`config.mk`:
```
export PLATFORM = sky130hd
export DESIGN_NAME = dinucleotide_stacking_window_max_unit_flat
export DESIGN_NICKNAME = d
export VERILOG_FILES = /design/src/hw/rtl/dswm_pkg.sv /design/src/hw/rtl/dswm_if.sv /design/src/hw/rtl/dswm_queue.sv /design/src/hw/rtl/dswm_front.sv /design/src/hw/rtl/dswm_back.sv /design/src/hw/rtl/dinucleotide_stacking_window_max_unit.sv /design/src/flat_wrapper.sv
export VERILOG_INCLUDE_DIRS = /design/src /design/src/hw/rtl
export SDC_FILE = /design/constraint.sdc
export NUM_CORES = 1
export LEC_CHECK = 0
export BUFFER_PORTS_ARGS = -buffer_cell sky130_fd_sc_hd__buf_2
export CORE_MARGIN = 4
export CORE_UTILIZATION = 50
export CTS_CLUSTER_SIZE = 12
export DETAILED_ROUTE_END_ITERATION = 10
export PLACE_DENSITY = 0.73
export REMOVE_ABC_BUFFERS = 1
export SYNTH_ARGS = -nofsm -noshare
export SYNTH_HDL_FRONTEND = slang
export SYNTH_SLANG_ARGS = --single-unit
export TNS_END_PERCENT = 30
```
`constraint.sdc`:
```
create_clock -name clk -period 15.3 [get_ports clk]
set_clock_uncertainty 0.05 [all_clocks]
set_input_delay 3.06 -clock clk [delete_from_list [all_inputs] [get_ports clk]]
set_output_delay 3.06 -clock clk [all_outputs]
set_load 0.02 [all_outputs]
```
`src/hw/rtl/dinucleotide_stacking_window_max_unit_defines.svh`:
```
// Assertion macros shared by the stacking window max RTL.
// Included by the modules that carry concurrent checks; no other dependencies.
`ifndef DINUCLEOTIDE_STACKING_WINDOW_MAX_UNIT_DEFINES_SVH
`define DINUCLEOTIDE_STACKING_WINDOW_MAX_UNIT_DEFINES_SVH

// Same-cycle implication, disabled in reset.
`define DSWM_ASSERT_NOW(label, clk, rst, ante, cons) \
  label: assert property (@(posedge clk) disable iff (rst) (ante) |-> (cons)) \
    else $error("dswm check failed");

// Next-cycle implication, disabled in reset.
`define DSWM_ASSERT_NEXT(label, clk, rst, ante, cons) \
  label: assert property (@(posedge clk) disable iff (rst) (ante) |=> (cons)) \
    else $error("dswm check failed");

`endif

```
`src/hw/rtl/dswm_pkg.sv`:
```
// Shared constants, types and the stacking energy table for the window max unit.
// No dependencies; used by every other file of the block but the defines header.
package dswm_pkg;

  localparam int unsigned MAX_WINDOW_DEFAULT = 64;
  localparam int unsigned QUEUE_DEPTH        = 2;
  localparam int unsigned WINDOW_LEN_W       = 7;
  localparam int unsigned WINDOW_LEN_RESET   = 2;
  localparam int unsigned BASE_W             = 8;
  localparam int unsigned ENERGY_W           = 11;
  localparam int unsigned ENERGY_MAX         = 1459;
  localparam int unsigned BEST_W             = 18;
  localparam int unsigned MEAN_W             = 12;

  typedef logic [BASE_W-1:0]   base_t;
  typedef logic [ENERGY_W-1:0] energy_t;
  typedef logic [1:0]          base_idx_t;

  localparam base_t CHAR_A = 8'd65;
  localparam base_t CHAR_C = 8'd67;
  localparam base_t CHAR_G = 8'd71;
  localparam base_t CHAR_T = 8'd84;

  localparam base_idx_t IDX_A = 2'd0;
  localparam base_idx_t IDX_C = 2'd1;
  localparam base_idx_t IDX_G = 2'd2;
  localparam base_idx_t IDX_T = 2'd3;

  // Energy magnitudes in hundredths of kcal/mol; row is first base, column second.
  localparam energy_t PAIR_MAG [4][4] = '{
    '{11'd537, 11'd1051, 11'd678,  11'd657},
    '{11'd657, 11'd826,  11'd969,  11'd678},
    '{11'd981, 11'd1459, 11'd826,  11'd1051},
    '{11'd382, 11'd981,  11'd657,  11'd537}
  };

  typedef struct packed {
    logic      ok;
    base_idx_t idx;
  } base_code_t;

  typedef enum logic [1:0] {
    BACK_IDLE,
    BACK_DIVIDE,
    BACK_DONE
  } back_state_t;

  function automatic base_code_t base_code(input base_t c);
    base_code_t r;
    r.ok  = 1'b1;
    r.idx = IDX_A;
    unique case (c)
      CHAR_A:  r.idx = IDX_A;
      CHAR_C:  r.idx = IDX_C;
      CHAR_G:  r.idx = IDX_G;
      CHAR_T:  r.idx = IDX_T;
      default: r.ok  = 1'b0;
    endcase
    return r;
  endfunction

  // Pairs with any character other than uppercase ACGT count zero.
  function automatic energy_t pair_energy(input base_t a, input base_t b);
    base_code_t ca;
    base_code_t cb;
    ca = base_code(a);
    cb = base_code(b);
    if (ca.ok && cb.ok) begin
      return PAIR_MAG[ca.idx][cb.idx];
    end
    return '0;
  endfunction

endpackage

```
`src/hw/rtl/dswm_if.sv`:
```
// Valid/ready channel interfaces for samples, results and window configuration.
// Depends on dswm_pkg for field widths.
interface dswm_in_if;
  logic                           valid;
  logic                           ready;
  logic [dswm_pkg::BASE_W-1:0]    base_char;
  logic                           region_end;
  modport source (output valid, base_char, region_end, input ready);
  modport sink   (input valid, base_char, region_end, output ready);
endinterface

interface dswm_out_if;
  logic                                valid;
  logic                                ready;
  logic signed [dswm_pkg::MEAN_W-1:0]  mean_energy_centi;
  logic signed [dswm_pkg::BEST_W-1:0]  best_sum_centi;
  logic                                too_short;
  modport source (output valid, mean_energy_centi, best_sum_centi, too_short, input ready);
  modport sink   (input valid, mean_energy_centi, best_sum_centi, too_short, output ready);
endinterface

interface dswm_cfg_if;
  logic                                valid;
  logic                                ready;
  logic [dswm_pkg::WINDOW_LEN_W-1:0]   window_len;
  modport source (output valid, window_len, input ready);
  modport sink   (input valid, window_len, output ready);
endinterface

```
`src/hw/rtl/dswm_queue.sv`:
```
// Short FIFO that decouples the streaming front end from the divider back end.
// Depends on dswm_pkg for the default depth.
module dswm_queue #(
  parameter int unsigned DATA_W = 8,
  parameter int unsigned DEPTH  = dswm_pkg::QUEUE_DEPTH
) (
  input  logic              clk,
  input  logic              rst,
  input  logic              push_valid,
  output logic              push_ready,
  input  logic [DATA_W-1:0] push_data,
  output logic              pop_valid,
  input  logic              pop_ready,
  output logic [DATA_W-1:0] pop_data
);

  localparam int unsigned PTR_W = (DEPTH > 1) ? $clog2(DEPTH) : 1;
  localparam int unsigned CNT_W = $clog2(DEPTH + 1);

  logic [DATA_W-1:0] slots [DEPTH];
  logic [PTR_W-1:0]  wr_ptr;
  logic [PTR_W-1:0]  rd_ptr;
  logic [CNT_W-1:0]  count;
  logic              do_push;
  logic              do_pop;

  assign push_ready = (count != CNT_W'(DEPTH));
  assign pop_valid  = (count != '0);
  assign pop_data   = slots[rd_ptr];
  assign do_push    = push_valid && push_ready;
  assign do_pop     = pop_valid && pop_ready;

  always_ff @(posedge clk) begin
    if (do_push) begin
      slots[wr_ptr] <= push_data;
    end
  end

  always_ff @(posedge clk) begin
    if (rst) begin
      wr_ptr <= '0;
      rd_ptr <= '0;
      count  <= '0;
    end else begin
      if (do_push) begin
        wr_ptr <= (wr_ptr == PTR_W'(DEPTH - 1)) ? '0 : wr_ptr + PTR_W'(1);
      end
      if (do_pop) begin
        rd_ptr <= (rd_ptr == PTR_W'(DEPTH - 1)) ? '0 : rd_ptr + PTR_W'(1);
      end
      if (do_push && !do_pop) begin
        count <= count + CNT_W'(1);
      end else if (do_pop && !do_push) begin
        count <= count - CNT_W'(1);
      end
    end
  end

endmodule

```
`src/hw/rtl/dswm_front.sv`:
```
// Front end: one base per cycle unless the queue is full; pair-energy ring, window
// sum, best-sum tracking, one queued entry per region. Depends on dswm_pkg, dswm_if.
`include "dinucleotide_stacking_window_max_unit_defines.svh"

module dswm_front #(
  parameter  int unsigned MAX_WINDOW = dswm_pkg::MAX_WINDOW_DEFAULT,
  localparam int unsigned PAIRS_W    = $clog2(MAX_WINDOW),
  localparam int unsigned ENTRY_W    = dswm_pkg::BEST_W + 1 + PAIRS_W
) (
  input  logic               clk,
  input  logic               rst,
  dswm_cfg_if.sink           cfg,
  dswm_in_if.sink            samples,
  output logic               push_valid,
  input  logic               push_ready,
  output logic [ENTRY_W-1:0] push_data
);

  localparam int unsigned WIN_W      = $clog2(MAX_WINDOW + 1);
  localparam int unsigned RING_DEPTH = MAX_WINDOW - 1;
  localparam int unsigned AW         = (MAX_WINDOW > 2) ? $clog2(MAX_WINDOW - 1) : 1;
  localparam int unsigned PAW        = ((AW > PAIRS_W) ? AW : PAIRS_W) + 1;
  localparam int unsigned CW         = (WIN_W > dswm_pkg::WINDOW_LEN_W) ?
                                       WIN_W : dswm_pkg::WINDOW_LEN_W;
  localparam int unsigned SUM_RAW_W  =
    $clog2(dswm_pkg::ENERGY_MAX * (MAX_WINDOW - 1) + 1) + 1;
  localparam int unsigned SW         = (SUM_RAW_W > dswm_pkg::BEST_W) ?
                                       SUM_RAW_W : dswm_pkg::BEST_W;
  localparam logic signed [SW-1:0] BEST_INIT =
    {{(SW - dswm_pkg::BEST_W + 1){1'b1}}, {(dswm_pkg::BEST_W - 1){1'b0}}};

  // Configuration, held as the clamped window and its pair count.
  logic [WIN_W-1:0]   w_eff;
  logic [PAIRS_W-1:0] pairs;
  logic [CW-1:0]      wl_ext;
  logic [WIN_W-1:0]   w_eff_next;
  logic               cfg_acc;

  // Region state.
  dswm_pkg::base_t     previous_base;
  logic signed [SW-1:0] window_sum;
  logic signed [SW-1:0] best_sum;
  logic [WIN_W-1:0]    bases_seen;
  logic [AW-1:0]       ring_pointer;

  // Pair energy ring.
  dswm_pkg::energy_t   ring [RING_DEPTH];
  dswm_pkg::energy_t   ring_q;
  logic [AW-1:0]       raddr;
  logic                we;

  logic                 acc;
  logic                 clear_region;
  logic                 have_prev;
  logic                 window_full;
  dswm_pkg::energy_t    e;
  dswm_pkg::energy_t    ring_add;
  logic signed [SW-1:0] sum_next;
  logic signed [SW-1:0] best_next;
  logic [WIN_W-1:0]     seen_next;
  logic [PAW-1:0]       p_inc;
  logic [AW-1:0]        p_adv;
  logic [AW-1:0]        p_next;
  logic                 too_short;

  assign cfg.ready     = 1'b1;
  assign cfg_acc       = cfg.valid && cfg.ready;
  assign samples.ready = push_ready;
  assign acc           = samples.valid && samples.ready;
  assign clear_region  = cfg_acc || (acc && samples.region_end);

  assign wl_ext = CW'(cfg.window_len);

  always_comb begin
    if (wl_ext < CW'(2)) begin
      w_eff_next = WIN_W'(2);
    end else if (wl_ext > CW'(MAX_WINDOW)) begin
      w_eff_next = WIN_W'(MAX_WINDOW);
    end else begin
      w_eff_next = WIN_W'(wl_ext);
    end
  end

  always_comb begin
    have_prev   = (bases_seen != '0);
    window_full = (bases_seen >= w_eff);
    e           = dswm_pkg::pair_energy(previous_base, samples.base_char);
    ring_add    = window_full ? ring_q : '0;
    // Add back the pair leaving the window, subtract the magnitude entering it.
    sum_next    = have_prev ?
                  (window_sum + $signed(SW'(ring_add)) - $signed(SW'(e))) : window_sum;
    seen_next   = (bases_seen < w_eff) ? bases_seen + WIN_W'(1) : bases_seen;
    best_next   = ((seen_next >= w_eff) && (sum_next > best_sum)) ? sum_next : best_sum;
    too_short   = (seen_next < w_eff);
    p_inc       = PAW'(ring_pointer) + PAW'(1);
    p_adv       = (p_inc >= PAW'(pairs)) ? '0 : AW'(p_inc);
    p_next      = have_prev ? p_adv : ring_pointer;
    we          = acc && have_prev;
    if (clear_region) begin
      raddr = '0;
    end else if (acc) begin
      raddr = p_next;
    end else begin
      raddr = ring_pointer;
    end
  end

  assign push_valid = acc && samples.region_end;
  assign push_data  = {best_next[dswm_pkg::BEST_W-1:0], too_short, pairs};

  // Read-first ring with a bypass when the next slot is the one being written.
  always_ff @(posedge clk) begin
    if (we) begin
      ring[ring_pointer] <= e;
    end
    if (we && (ring_pointer == raddr)) begin
      ring_q <= e;
    end else begin
      ring_q <= ring[raddr];
    end
  end

  always_ff @(posedge clk) begin
    if (rst) begin
      w_eff <= WIN_W'(dswm_pkg::WINDOW_LEN_RESET);
      pairs <= PAIRS_W'(dswm_pkg::WINDOW_LEN_RESET - 1);
    end else if (cfg_acc) begin
      w_eff <= w_eff_next;
      pairs <= PAIRS_W'(w_eff_next - WIN_W'(1));
    end
  end

  always_ff @(posedge clk) begin
    if (rst || clear_region) begin
      previous_base <= '0;
      window_sum    <= '0;
      best_sum      <= BEST_INIT;
      bases_seen    <= '0;
      ring_pointer  <= '0;
    end else if (acc) begin
      previous_base <= samples.base_char;
      window_sum    <= sum_next;
      best_sum      <= best_next;
      bases_seen    <= seen_next;
      ring_pointer  <= p_next;
    end
  end

  `DSWM_ASSERT_NOW(a_ptr_in_range, clk, rst, 1'b1, PAW'(ring_pointer) < PAW'(pairs))
  `DSWM_ASSERT_NOW(a_sum_nonpositive, clk, rst, 1'b1, !(window_sum > 0))
  `DSWM_ASSERT_NEXT(a_region_cleared, clk, rst, acc && samples.region_end,
                    bases_seen == '0 && window_sum == '0)

endmodule

```
`src/hw/rtl/dswm_back.sv`:
```
// Back end: restoring divider for the region mean and the result output register.
// Depends on dswm_pkg, dswm_if.
`include "dinucleotide_stacking_window_max_unit_defines.svh"

module dswm_back #(
  parameter  int unsigned MAX_WINDOW = dswm_pkg::MAX_WINDOW_DEFAULT,
  localparam int unsigned PAIRS_W    = $clog2(MAX_WINDOW),
  localparam int unsigned ENTRY_W    = dswm_pkg::BEST_W + 1 + PAIRS_W
) (
  input  logic               clk,
  input  logic               rst,
  input  logic               pop_valid,
  output logic               pop_ready,
  input  logic [ENTRY_W-1:0] pop_data,
  dswm_out_if.source         results
);

  localparam int unsigned BW     = dswm_pkg::BEST_W;
  localparam int unsigned STEP_W = $clog2(BW);

  dswm_pkg::back_state_t state;
  dswm_pkg::back_state_t state_next;

  logic signed [BW-1:0] best_in;
  logic                 short_in;
  logic [PAIRS_W-1:0]   div_in;

  logic signed [BW-1:0] best_hold;
  logic                 short_hold;
  logic [PAIRS_W-1:0]   divisor;
  logic [BW-1:0]        quo;
  logic [PAIRS_W-1:0]   rem;
  logic [STEP_W-1:0]    step;

  logic [PAIRS_W:0]     shifted;
  logic                 fits;
  logic [BW-1:0]        neg_quo;
  logic                 take;
  logic                 div_en;
  logic                 load_out;
  logic                 last_step;

  assign best_in  = $signed(pop_data[ENTRY_W-1 -: BW]);
  assign short_in = pop_data[PAIRS_W];
  assign div_in   = pop_data[PAIRS_W-1:0];

  assign take      = pop_valid && pop_ready;
  assign last_step = (step == STEP_W'(BW - 1));
  assign shifted   = {rem, quo[BW-1]};
  assign fits      = (shifted >= {1'b0, divisor});
  assign neg_quo   = '0 - quo;

  always_comb begin
    state_next = state;
    unique case (state)
      dswm_pkg::BACK_IDLE: begin
        if (pop_valid) begin
          state_next = short_in ? dswm_pkg::BACK_DONE : dswm_pkg::BACK_DIVIDE;
        end
      end
      dswm_pkg::BACK_DIVIDE: begin
        if (last_step) begin
          state_next = dswm_pkg::BACK_DONE;
        end
      end
      dswm_pkg::BACK_DONE: begin
        if (load_out) begin
          state_next = dswm_pkg::BACK_IDLE;
        end
      end
      default: state_next = dswm_pkg::BACK_IDLE;
    endcase
  end

  always_comb begin
    pop_ready = 1'b0;
    div_en    = 1'b0;
    load_out  = 1'b0;
    unique case (state)
      dswm_pkg::BACK_IDLE:   pop_ready = 1'b1;
      dswm_pkg::BACK_DIVIDE: div_en    = 1'b1;
      dswm_pkg::BACK_DONE:   load_out  = !results.valid || results.ready;
      default: ;
    endcase
  end

  always_ff @(posedge clk) begin
    if (rst) begin
      state <= dswm_pkg::BACK_IDLE;
    end else begin
      state <= state_next;
    end
  end

  // Divide the magnitude of the best sum, one quotient bit per cycle.
  always_ff @(posedge clk) begin
    if (take) begin
      best_hold  <= best_in;
      short_hold <= short_in;
      divisor    <= div_in;
      quo        <= BW'(-best_in);
      rem        <= '0;
      step       <= '0;
    end else if (div_en) begin
      if (fits) begin
        rem <= PAIRS_W'(shifted - {1'b0, divisor});
      end else begin
        rem <= shifted[PAIRS_W-1:0];
      end
      quo  <= {quo[BW-2:0], fits};
      step <= step + STEP_W'(1);
    end
  end

  always_ff @(posedge clk) begin
    if (rst) begin
      results.valid <= 1'b0;
    end else if (load_out) begin
      results.valid <= 1'b1;
    end else if (results.ready) begin
      results.valid <= 1'b0;
    end
  end

  always_ff @(posedge clk) begin
    if (load_out) begin
      results.too_short <= short_hold;
      if (short_hold) begin
        results.mean_energy_centi <= '0;
        results.best_sum_centi    <= '0;
      end else begin
        results.mean_energy_centi <= $signed(neg_quo[dswm_pkg::MEAN_W-1:0]);
        results.best_sum_centi    <= best_hold;
      end
    end
  end

  `DSWM_ASSERT_NOW(a_step_bound, clk, rst, state == dswm_pkg::BACK_DIVIDE,
                   step < STEP_W'(BW))
  `DSWM_ASSERT_NOW(a_short_zero, clk, rst, results.valid && results.too_short,
                   results.mean_energy_centi == '0 && results.best_sum_centi == '0)
  `DSWM_ASSERT_NOW(a_mean_nonpositive, clk, rst, results.valid,
                   !(results.mean_energy_centi > 0) && !(results.best_sum_centi > 0))

endmodule

```
`src/hw/rtl/dinucleotide_stacking_window_max_unit.sv`:
```
// Top level of the dinucleotide stacking window max unit.
// Depends on dswm_pkg, dswm_if, dswm_front, dswm_queue and dswm_back.
// The front end takes one base per clock: pair energy lookup, the ring of pair
// energies (a 63-entry memory at the default MAX_WINDOW, no clearing pass after
// reset) and the running window sum all update together on each accepted base. On
// the base that ends a region the front end queues one entry into a two-entry
// FIFO; the back end takes an entry only while idle, runs a restoring divider over
// the 18 quotient bits, then loads the result register and goes back to idle; a
// too-short region skips the divider. Input stalls only when regions end faster
// than the back end drains them and the FIFO fills, or when results are not taken.
module dinucleotide_stacking_window_max_unit #(
  parameter int unsigned MAX_WINDOW = dswm_pkg::MAX_WINDOW_DEFAULT
) (
  input logic         clk,
  input logic         rst,
  dswm_cfg_if.sink    cfg,
  dswm_in_if.sink     samples,
  dswm_out_if.source  results
);

  localparam int unsigned PAIRS_W = $clog2(MAX_WINDOW);
  localparam int unsigned ENTRY_W = dswm_pkg::BEST_W + 1 + PAIRS_W;

  logic               push_valid;
  logic               push_ready;
  logic [ENTRY_W-1:0] push_data;
  logic               pop_valid;
  logic               pop_ready;
  logic [ENTRY_W-1:0] pop_data;

  dswm_front #(.MAX_WINDOW(MAX_WINDOW)) u_front (
    .clk        (clk),
    .rst        (rst),
    .cfg        (cfg),
    .samples    (samples),
    .push_valid (push_valid),
    .push_ready (push_ready),
    .push_data  (push_data)
  );

  dswm_queue #(
    .DATA_W (ENTRY_W),
    .DEPTH  (dswm_pkg::QUEUE_DEPTH)
  ) u_queue (
    .clk        (clk),
    .rst        (rst),
    .push_valid (push_valid),
    .push_ready (push_ready),
    .push_data  (push_data),
    .pop_valid  (pop_valid),
    .pop_ready  (pop_ready),
    .pop_data   (pop_data)
  );

  dswm_back #(.MAX_WINDOW(MAX_WINDOW)) u_back (
    .clk       (clk),
    .rst       (rst),
    .pop_valid (pop_valid),
    .pop_ready (pop_ready),
    .pop_data  (pop_data),
    .results   (results)
  );

endmodule
```
`src/flat_wrapper.sv`:
```
// flat-port wrapper written by rule: the top's interface ports become plain ports
module dinucleotide_stacking_window_max_unit_flat 
#(
  parameter int unsigned MAX_WINDOW = dswm_pkg::MAX_WINDOW_DEFAULT
)
  (clk, rst, cfg_valid, cfg_window_len, cfg_ready, samples_valid, samples_base_char, samples_region_end, samples_ready, results_valid, results_mean_energy_centi, results_best_sum_centi, results_too_short, results_ready);
  dswm_cfg_if cfg_i ();
  dswm_in_if samples_i ();
  dswm_out_if results_i ();
  input logic clk;
  input logic rst;
  input wire logic [$bits(cfg_i.valid)-1:0] cfg_valid;
  input wire logic [$bits(cfg_i.window_len)-1:0] cfg_window_len;
  output wire logic [$bits(cfg_i.ready)-1:0] cfg_ready;
  input wire logic [$bits(samples_i.valid)-1:0] samples_valid;
  input wire logic [$bits(samples_i.base_char)-1:0] samples_base_char;
  input wire logic [$bits(samples_i.region_end)-1:0] samples_region_end;
  output wire logic [$bits(samples_i.ready)-1:0] samples_ready;
  output wire logic [$bits(results_i.valid)-1:0] results_valid;
  output wire logic [$bits(results_i.mean_energy_centi)-1:0] results_mean_energy_centi;
  output wire logic [$bits(results_i.best_sum_centi)-1:0] results_best_sum_centi;
  output wire logic [$bits(results_i.too_short)-1:0] results_too_short;
  input wire logic [$bits(results_i.ready)-1:0] results_ready;
  assign cfg_i.valid = cfg_valid;
  assign cfg_i.window_len = cfg_window_len;
  assign cfg_ready = cfg_i.ready;
  assign samples_i.valid = samples_valid;
  assign samples_i.base_char = samples_base_char;
  assign samples_i.region_end = samples_region_end;
  assign samples_ready = samples_i.ready;
  assign results_valid = results_i.valid;
  assign results_mean_energy_centi = results_i.mean_energy_centi;
  assign results_best_sum_centi = results_i.best_sum_centi;
  assign results_too_short = results_i.too_short;
  assign results_i.ready = results_ready;
  dinucleotide_stacking_window_max_unit #(.MAX_WINDOW(MAX_WINDOW)) u_core (.clk(clk), .rst(rst), .cfg(cfg_i), .samples(samples_i), .results(results_i));
endmodule
```
==> flow_metrics.env <==
export IMPL_status="completed"
export IMPL_worst_setup_path_start_kind="input pin"
export IMPL_criticalPathCategory="in -> reg"
export IMPL_wire_per_inst_microns=23.2
export IMPL_switching_share_pct=25.3
export IMPL_regArea_sq_um=26400
export IMPL_grt_use_total_pct=19.9
export IMPL_place_congestion=0.870
export IMPL_slew_headroom_pct=12.7
export IMPL_synthToLayoutAreaGrowth_pct=10.6
export IMPL_cp_end_kind="flop"
export IMPL_hold_ws_ps=407
export IMPL_worst_pin_slew_ps=1300
export IMPL_finalCritPeriodShare_pct=67.7
export IMPL_dr_pass1_iters=7
export IMPL_synth_cell_types=67
export IMPL_fin_util_pct=56.0
export IMPL_grt_pass1_wl_mm=126
export IMPL_overflow=0
export IMPL_synth_seq_cells=912
export IMPL_root_buffer="clkbuf_16"
export IMPL_max_cap_violations=0
export IMPL_syn_area_sq_um=38600
export IMPL_nFillCells=5778
export IMPL_start_util_pct=50.6
export IMPL_io_pins=55
export IMPL_required_ps=15810
export IMPL_port_buffers=53
export IMPL_p_leak_nw=11.9
export IMPL_cp_buffers_inverters=2
export IMPL_cts_tree="built"
export IMPL_synth_adder_area_share_pct=3.12
export IMPL_htreeDepth=3
export IMPL_synth_compound_area_share_pct=4.05
export IMPL_final_max_slew_viol_count=0
export IMPL_placed_cell_area_sq_um=40000
export IMPL_antenna_found_initial=2
export IMPL_fp_dieW_microns=286
export IMPL_tns_ps=0
export IMPL_multiInputGateArea_sq_um=11400
export IMPL_routed_via_density=5.86
export IMPL_postSynthAreaPerCell_sq_um=16.3
export IMPL_p_sw_mw=1.45
export IMPL_seqPwrFrac_pct=50.6
export IMPL_postCtsSetupBuffers=0
export IMPL_syn_instance_count=2366
export IMPL_synth_flop_cell="edfxtp_1"
export IMPL_p_comb_share_pct=13.0
export IMPL_drc_errors=0
export IMPL_worst_hold_path_type="reg -> reg"
export IMPL_layout_drive_gt1_share_pct=18.3
export IMPL_clockPowerShare_pct=36.4
export IMPL_synth_xor_area_share_pct=1.50
export IMPL_cp_max_fo=64
export IMPL_synth_simple_area_share_pct=6.40
export IMPL_cts_buffer_depth=3
export IMPL_nNetsFinal=2531
export IMPL_ir_worst_vdd_mv=0.132
export IMPL_routed_via_count=20600
export IMPL_p_int_mw=4.30
export IMPL_core_sq_um=76300
export IMPL_drt_initial_drc_count=1917
export IMPL_placementRows=101
export IMPL_hold_viol_final=0
export IMPL_dieArea_sq_um=81800
export IMPL_finalSetupViolCount=0
export IMPL_synth_top_family_by_area="multiplexers"
export IMPL_cts_hold_buf=0
export IMPL_dp_hpwl_mm=50.4
export IMPL_grt_pass1_vias=20900
export IMPL_cts_repair_resized=0
export IMPL_die_y_microns=286
export IMPL_postLayoutCellArea_sq_um=42700
export IMPL_grt_max_degree=91
export IMPL_synth_edf_count=817
export IMPL_ys_seq_area_share_pct=68.4
export IMPL_clkSinkCount=912
export IMPL_power_density_nw_per_um2=135
export IMPL_numCtsBuffers=93
export IMPL_period_needed_ps=10360
export IMPL_slowest_stage="o21a_2"
export IMPL_antennaDiodeCount=0
export IMPL_rsz0062_at_grt="false"
export IMPL_insertion_delay_ps=660
export IMPL_yosysWarnings=0
export IMPL_report_power_total_mw=5.75
export IMPL_arrival_ps=10870
export IMPL_routed_wl_mm=81.3
export IMPL_cpPeakStageDelay_ps=980
export IMPL_async_flop_share_pct=0
export IMPL_ant_nets=0
export IMPL_fmax_mhz=96.5
export IMPL_critPathTopFamily="compound AO/OA/AOI/OAI gates"
export IMPL_synth_mux_area_share_pct=14.2
export IMPL_path_clk_slew_ps=60
[sequential cells by signal, indices dropped and copies added, names as in the netlist, 8 cells and up, named ones only]
| name | count |
|---|---|
| u_core.u_front.ring | 693 |
| u_core.u_queue.slots | 50 |
| u_core.u_back.best_hold | 18 |
| u_core.u_back.quo | 18 |
| u_core.u_back.results.best_sum_centi | 18 |
| u_core.u_front.best_sum | 18 |
| u_core.u_front.window_sum | 18 |
| u_core.u_back.results.mean_energy_centi | 12 |
| u_core.u_front.previous_base | 8 |
[worst reg2reg max path, cell delays in order, from the launching register on]
cell       delay [ps]
dfxtp_4           920
buf_4             860
mux4_2            690
mux4_2            550
mux4_2            530
and2_1            220
fa_1              440
ha_1              350
nand3_1            80
nor2_1            210
o311ai_2          180
a2111oi_2         480
nand2b_1          180
xor2_1             80
mux2_2            300
ha_1              290
a21o_1            160
a2111oi_0         530
and3b_1           290
a311oi_4          110
nand2_1           730
nor4_1            100
a311oi_1          280
[cell usage in the layout (no fill, tap or decap), drive strengths merged, types with 13 or more instances in the layout]
cell type  netlist  layout
a211oi          20      20
a21oi           88      88
buf             46      76
clkbuf          70     125
clkinv           0      24
dfxtp           95      95
edfxtp         817     817
ha              77      77
inv             95      98
mux2            31      31
mux2i           56      56
mux4           204     204
nand2          160     160
nand2b          20      20
nand3           24      24
nand4           13      13
nor2           196     196
nor2b           35      35
nor3            25      25
o21ai           82      82
xnor2           32      32
xor2            34      34
[metrics by stage]
step,setup WS [ps],std cells
after global placement,4620,3356
after global routing,4110,3509
final,4940,3509
after detailed placement,4380,3356
after floorplan,-99.9,2250
after CTS,4970,3509
[cell type report]
class / count / area share, %
Timing Repair Buffer: 76 / 1.05
Clock inverter: 28 / 0.618
Clock buffer: 125 / 5.87
Sequential cell: 912 / 61.9
Multi-Input combinational cell: 1243 / 26.7
Inverter: 95 / 0.835
Tap cell: 1030 / 3.02
[path summary, 6_finish.rpt]
kind,start,to,slack [ps],depth (start not counted)
worst max-delay path,samples_base_char[7],u_core.u_front.best_sum[17],4940,25
worst min-delay path,u_core.u_front.best_sum[8],u_core.u_front.best_sum[8],410,2
worst max register to register,flop,u_core.u_front.best_sum[17],6600,22
worst min register to register,u_core.u_front.best_sum[8],u_core.u_front.best_sum[8],410,2
[routing by layer]
metal | share of wire [%] | GRT usage [%] | wire length (microns)
met4 | 3.0 | 6.13 | 2420
met5 | 0.037 | 0 | 30
met1 | 41 | 27.2 | 33100
met3 | 6.9 | 3.52 | 5640
met2 | 49 | 33.1 | 40100
[kinds of logic (layout without fill, tap and decap cells)]
family                     count (synthesis)  count (layout)
buffers and inverters                    211             324
AOI/OAI and AO/OA                        258             258
other                                      1               1
adders and majority gates                 89              89
and+or+nand+nor                          538             538
DFF                                      912             912
muxes                                    291             291
xor gates and xnor gates                  66              66
[power by group through the flow]
stage	clock, mW	combinational, mW	sequential [mW]
2_1_floorplan	0	0.510	2.99
3_3_place_gp	0	0.722	2.96
3_5_place_dp	0	0.744	2.96
4_1_cts	2.13	0.750	2.91
5_1_grt	2.23	0.833	2.92
6_report	2.09	0.747	2.91
[synth_stat cells (all sizes together) (4+ instances only)]
master	n	area share, %
edfxtp	817	63
mux4	204	12
nor2	196	1.9
nand2	160	1.6
dfxtp	95	4.9
inv	95	0.92
a21oi	88	1.1
o21ai	82	1.1
ha	77	2.5
clkbuf	70	0.68
mux2i	56	1.5
buf	46	0.66
nor2b	35	0.57
xor2	34	0.77
xnor2	32	0.73
mux2	31	0.90
nor3	25	0.32
nand3	24	0.31
a211oi	20	0.39
nand2b	20	0.32
nand4	13	0.21
fa	12	0.62
or3	11	0.18
a21o	10	0.19
o21a	9	0.17
and2	8	0.13
nand3b	7	0.14
nor3b	7	0.14
nor4	7	0.11
or2	7	0.11
a311oi	6	0.14
a31oi	6	0.097
a2111oi	4	0.11
nor4b	4	0.091
o211ai	4	0.078
o221ai	4	0.091
(Power assumes the default switching activity.)
